--- src/hw/rtl/lruc_pkg.sv ---
`timescale 1ns / 1ps
`default_nettype none
package lruc_pkg;
	localparam int ENTRIES_DEF = 32;
	localparam logic [31:0] TTL_RESET = 32'd300000;
	localparam logic [5:0] CAPACITY_RESET = 6'd32;

	localparam logic [1:0] REQ_LOOKUP = 2'd0;
	localparam logic [1:0] REQ_INSTALL = 2'd1;
	localparam logic [1:0] REQ_SHUTDOWN = 2'd2;
	localparam logic [1:0] REQ_UNUSED = 2'd3;

	localparam logic [2:0] ST_HIT = 3'd0;
	localparam logic [2:0] ST_INSERTED = 3'd1;
	localparam logic [2:0] ST_NO_COMPILER = 3'd2;
	localparam logic [2:0] ST_COMPILE_FAILED = 3'd3;
	localparam logic [2:0] ST_CLEARED = 3'd4;

	localparam logic CFG_TTL = 1'b0;
	localparam logic CFG_CAPACITY = 1'b1;

	typedef enum logic [2:0] {
		S_IDLE,
		S_EXPIRE,
		S_MATCH,
		S_UPDATE,
		S_DONE
	} state_t;

	typedef struct packed {
		logic clear;
		logic expire;
		logic match;
		logic update;
	} cmd_t;
endpackage
`default_nettype wire

--- src/hw/rtl/lruc_ctrl.sv ---
`timescale 1ns / 1ps
`default_nettype none
module lruc_ctrl import lruc_pkg::*; (
	input wire logic clk,
	input wire logic arst_n,
	input wire logic in_valid,
	output logic in_ready,
	input wire logic [1:0] req_type,
	output logic out_valid,
	input wire logic out_ready,
	output cmd_t cmd
);
	state_t state_q, state_d;

	always_ff @(posedge clk or negedge arst_n) begin
		if (!arst_n) begin
			state_q <= S_IDLE;
		end else begin
			state_q <= state_d;
		end
	end

	always_comb begin
		state_d = state_q;
		in_ready = 1'b0;
		out_valid = 1'b0;
		cmd = '0;
		case (state_q)
			S_IDLE: begin
				in_ready = 1'b1;
				if (in_valid) begin
					if (req_type != REQ_LOOKUP) begin
						cmd.clear = 1'b1;
						state_d = S_DONE;
					end else begin
						state_d = S_EXPIRE;
					end
				end
			end
			S_EXPIRE: begin
				cmd.expire = 1'b1;
				state_d = S_MATCH;
			end
			S_MATCH: begin
				cmd.match = 1'b1;
				state_d = S_UPDATE;
			end
			S_UPDATE: begin
				cmd.update = 1'b1;
				state_d = S_DONE;
			end
			S_DONE: begin
				out_valid = 1'b1;
				if (out_ready) state_d = S_IDLE;
			end
			default: state_d = S_IDLE;
		endcase
	end
endmodule
`default_nettype wire

--- config.mk ---
export PLATFORM = sky130hd
export DESIGN_NAME = lruc_ctrl
export DESIGN_NICKNAME = d
export VERILOG_FILES = /design/src/hw/rtl/lruc_pkg.sv /design/src/hw/rtl/lruc_ctrl.sv
export SDC_FILE = /design/constraint.sdc
export NUM_CORES = 1
export LEC_CHECK = 0
export BUFFER_PORTS_ARGS = -buffer_cell sky130_fd_sc_hd__buf_2
export CORE_AREA = 2 2 39 41
export DETAILED_ROUTE_END_ITERATION = 12
export DIE_AREA = 0 0 41 43
export PLACE_DENSITY_LB_ADDON = 0.15
export SLEW_MARGIN = 20
export SYNTH_ARGS = -nofsm -noshare
export SYNTH_HDL_FRONTEND = slang
export SYNTH_SLANG_ARGS = --single-unit
--- constraint.sdc ---
create_clock -name clk -period 3.2 [get_ports clk]
set_input_delay 0.16 -clock clk [delete_from_list [all_inputs] [get_ports clk]]
set_output_delay 0.16 -clock clk [all_outputs]
set_load 0.02 [all_outputs]
== Word-level counts from Yosys, hierarchy flattened ==
Index checks and enable logic that the tools add are counted.

* Reduce and logical (&&, ||, !) cells: 3
* Mux-type cells: 12
* Equality and inequality tests: 6

{| class="wikitable"
|+ Operators with widths
! cell !! count
|-
| case mux 3 bit (5 select lines) || 1
|-
| 2-to-1 mux 3 bit || 3
|-
| 2-to-1 mux 1 bit || 8
|-
| == test 3 x 2 -> 1 bit, second input constant || 2
|-
| != test 2 bit, second input constant || 2
|-
| == test 3 x 1 -> 1 bit, second input constant || 1
|-
| == test 3 bit, second input constant || 1
|-
| zero test 3 bit || 1
|-
| AND reduction 2 bit || 1
|-
| nonzero test 2 bit || 1
|}

* Register bits after elaboration: 3
* Input port bits: 6
* Output and inout port bits: 6
* Word-level logic and storage cells: 22

== Depth between registers and ports, before layout ==
* Word-level depth: 4
* Gate-level depth with buffers: 2
* Mapped depth without buffers: 2

== Worst setup path before layout ==
Ideal clock, no wire load.

* Path kind: reg-to-output
* Start point: reg state_q[2]
* End point: out cmd[3] (netlist bit)
* Buffers on the path: 0
* Path slack: 1907 ps
* Cell stages (with the launch flop): 3
* Data arrival time: 1133 ps
* Required time: 3040 ps
* Path through: dfrtp_1 or3_1 nor2_1

{| class="wikitable"
|+ RTL lines
! element !! RTL line !! text
|-
| from (decl) || lruc_ctrl.sv:13 || <nowiki>state_t state_q, state_d;</nowiki>
|-
| from (signal assigned) || lruc_ctrl.sv:19 || <nowiki>state_q <= state_d;</nowiki>
|-
| to (decl) || lruc_ctrl.sv:11 || <nowiki>output cmd_t cmd</nowiki>
|}

==> impl_metrics.yaml <==
worst_setup_path:
  cp-end-kind: "output port"
  slowest_stage: "or3_1"
  crit_path_max_fanout: 7
  worstPathCellList: "or3_1 -> nor2_1 -> buf_2"
  cp.arrival_ns: 1.39
  critical_path.startpoint_type: "flip-flop"
  crit_required_ns: 3.04
  worstSetupPathType: "reg -> out"
  crit_start: "state_q[2]"
  path_buf_inv: 1
  max_stage_delay_ns: 0.44
  r2r_start: "state_q[1]"
  cp_top_family: "simple AND/OR/NAND/NOR gates"
global_route:
  grt_overflow: 0
  antenna_found_initial: 0
  grt_pass1_vias: 193
  grt_util_all_layers_pct: 6.65
  grt_pass1_wl_um: 683
  grt_max_degree: 8
timing:
  drv_slew: 0
  finalHoldViolCount: 0
  period_share_pct: 48.3
  slew-limit-headroom_pct: 80.1
  tns_ns: 0
  grt_setup_unrepaired: "no"
  fin_skew_ns: 0.00126
  finalSetupViolations: 0
  worst_pin_slew_ns: 0.295
  fmax_mhz: 646
  post-route-min-period_ns: 1.55
floorplan:
  die_h_um: 43
  start_util_pct: 12.7
  rows: 14
  core-area_sq_mm: 0.00138
  dieWidth_um: 41
  io_pins: 12
  fp.dieArea_sq_mm: 0.00176
clock_network:
  postCtsSetupRepairBufs: 0
  worstSkewPairLatency_ns: 0.23
  numCtsBuffers: 3
  clockBufferDepth: 2
  htreeDepth: 1
  postCtsResizedCells: 0
  clk_pin_slew_ns: 0.04
  cts_root_buf: "clkbuf_4"
  cts_tree: "yes"
  clock-sinks: 3
power_and_ir_drop:
  p_per_area_mw_per_mm2: 940
  finalPower_uw: 269
  p_leak_uw: 0.000155
  combPwrFrac_pct: 47.1
  clkPwrFrac_pct: 24.8
  internal_power_uw: 155
  p_sw_share_pct: 42.3
  seqPwrFrac_pct: 28.1
  irDropWorstVdd_mv: 0.235
  netSwitchingPower_uw: 114
drt:
  firstDrtPassIters: 1
  drcViolationCount: 0
  wl_per_cell_um: 8.46
  viasPerCell: 3.72
  vias: 186
  drt_iter0_drc: 0
  postRouteAntennaNets: 0
  totalWireLength_um: 423
place:
  dp_hpwl_um: 332
  routabilityCongestion: 0.573
  portBuffers: 11
yosys:
  seq_area_frac_synth_pct: 42.9
  netlist_area_sq_um: 175
  yosys.area.top_type: "dfrtp_1"
  netlist.area_leader.share_pct: 42.9
  syn-mean-instance-area_sq_um: 9.73
  yosysWarningCount: 0
  synth.distinct_cells: 11
  ys_ff_latch: 3
  syn_inst: 18
  synthTopCellsByArea: "dfrtp_1 43%, nor3b_1 17%, o211ai_2 7.1%"
  synth_nets: 24
worst_hold_path:
  hold_path_class: "in -> async"
final_layout:
  drive_gt1_share_pct: 47.1
  area_delta_synth_final_pct: 63.6
  fin_util_pct: 20.7
  antennaDiodeCount: 0
  nets: 41
  largest_reg_flops: 3
  reg_top3: "state_q (3)"
  largest-register: "state_q"
status:
  status: "complete, no violations"
job:
  cap_violations: 0
-- per-layer routing --
| layer | part of all wire (%) | up-vias | track usage, % | routed length, um |
|---|---|---|---|---|
| met5 | 0 | - | 0 | 0 |
| met4 | 3.3 | 0 | 10.0 | 14 |
| met3 | 5.9 | 2 | 3.14 | 25 |
| met2 | 47 | 8 | 8.13 | 199 |
| met1 | 43 | 77 | 6.17 | 183 |
| li1 | - | 99 | - | - |
-- worst paths after layout --
| kind | end | slack [ns] | cells after the start |
|---|---|---|---|
| setup / recovery | cmd[3] | 1.65 | 3 |
| hold / removal | state_q[2] | 0.24 | 2 |
| setup reg to reg | state_q[2] | 2.06 | 2 |
| hold reg to reg | state_q[0] | 0.60 | 1 |
| max in group asynchronous | state_q[1] | 2.85 | 2 |
| min in group clk | state_q[2] | 0.24 | 3 |
-- power groups by stage --
stage	Combinational [uW]	Sequential, uW	Clock (uW)
floorplan	92.0	70.2	0
global placement	129	74.9	0
detailed placement	130	76.1	0
CTS	131	75.6	71.2
global route	140	80.5	75.7
finish	127	75.6	66.9
-- cell usage after synthesis --
cell / count
or4b_1: 1
dfrtp_1: 3
or3_1: 1
or2_2: 1
o211ai_2: 1
o21a_1: 1
nor3b_1: 4
o21ai_0: 1
inv_1: 2
nand3b_1: 1
nor2_1: 2
-- layout make-up --
type | instances | area [sq um]
Tap cell | 16 | 20.0
Multi-Input combinational cell | 13 | 92.6
Timing Repair Buffer | 12 | 65.1
Inverter | 2 | 7.51
Sequential cell | 3 | 75.1
Clock buffer | 4 | 26.3
Fill cell | 161 | 1100
-- cell families (layout without fill, tap and decap cells) --
logic type	Yosys count	in the layout	share of synthesized area, %
AOI/OAI and AO/OA	3	3	14.3
buffers and inverters	2	18	4.29
DFF	3	3	42.9
and+or+nand+nor	10	10	38.6
-- metrics by stage --
stage	cell area [sq um]	worst slack, ns	cells	hold slack (ns)
global route	287	1.57	50	0.242
floorplan	175	1.91	18	-0.136
detailed placement	250	1.89	45	-0.0439
finish	287	1.65	50	0.236
CTS	287	1.63	50	0.234
global placement	250	1.93	45	-0.0439
-- cell usage in the layout (no fill, tap or decap) --
cell type / count
nand3b_1: 1
nor3b_1: 4
o211ai_2: 1
inv_1: 2
dlygate4sd3_1: 1
clkbuf_4: 3
dfrtp_1: 3
or4b_1: 1
or3_1: 1
o21ai_0: 1
clkbuf_1: 1
or2_2: 1
nor2_1: 2
buf_2: 11
o21a_1: 1
-- what timing repair did --
action | in CTS | in global routing
hold buffers | 1 | 0
setup endpoints to repair | 0 | 0
hold endpoints to repair | 3 | 0
Note: power is estimated with default switching activity, not from simulation.
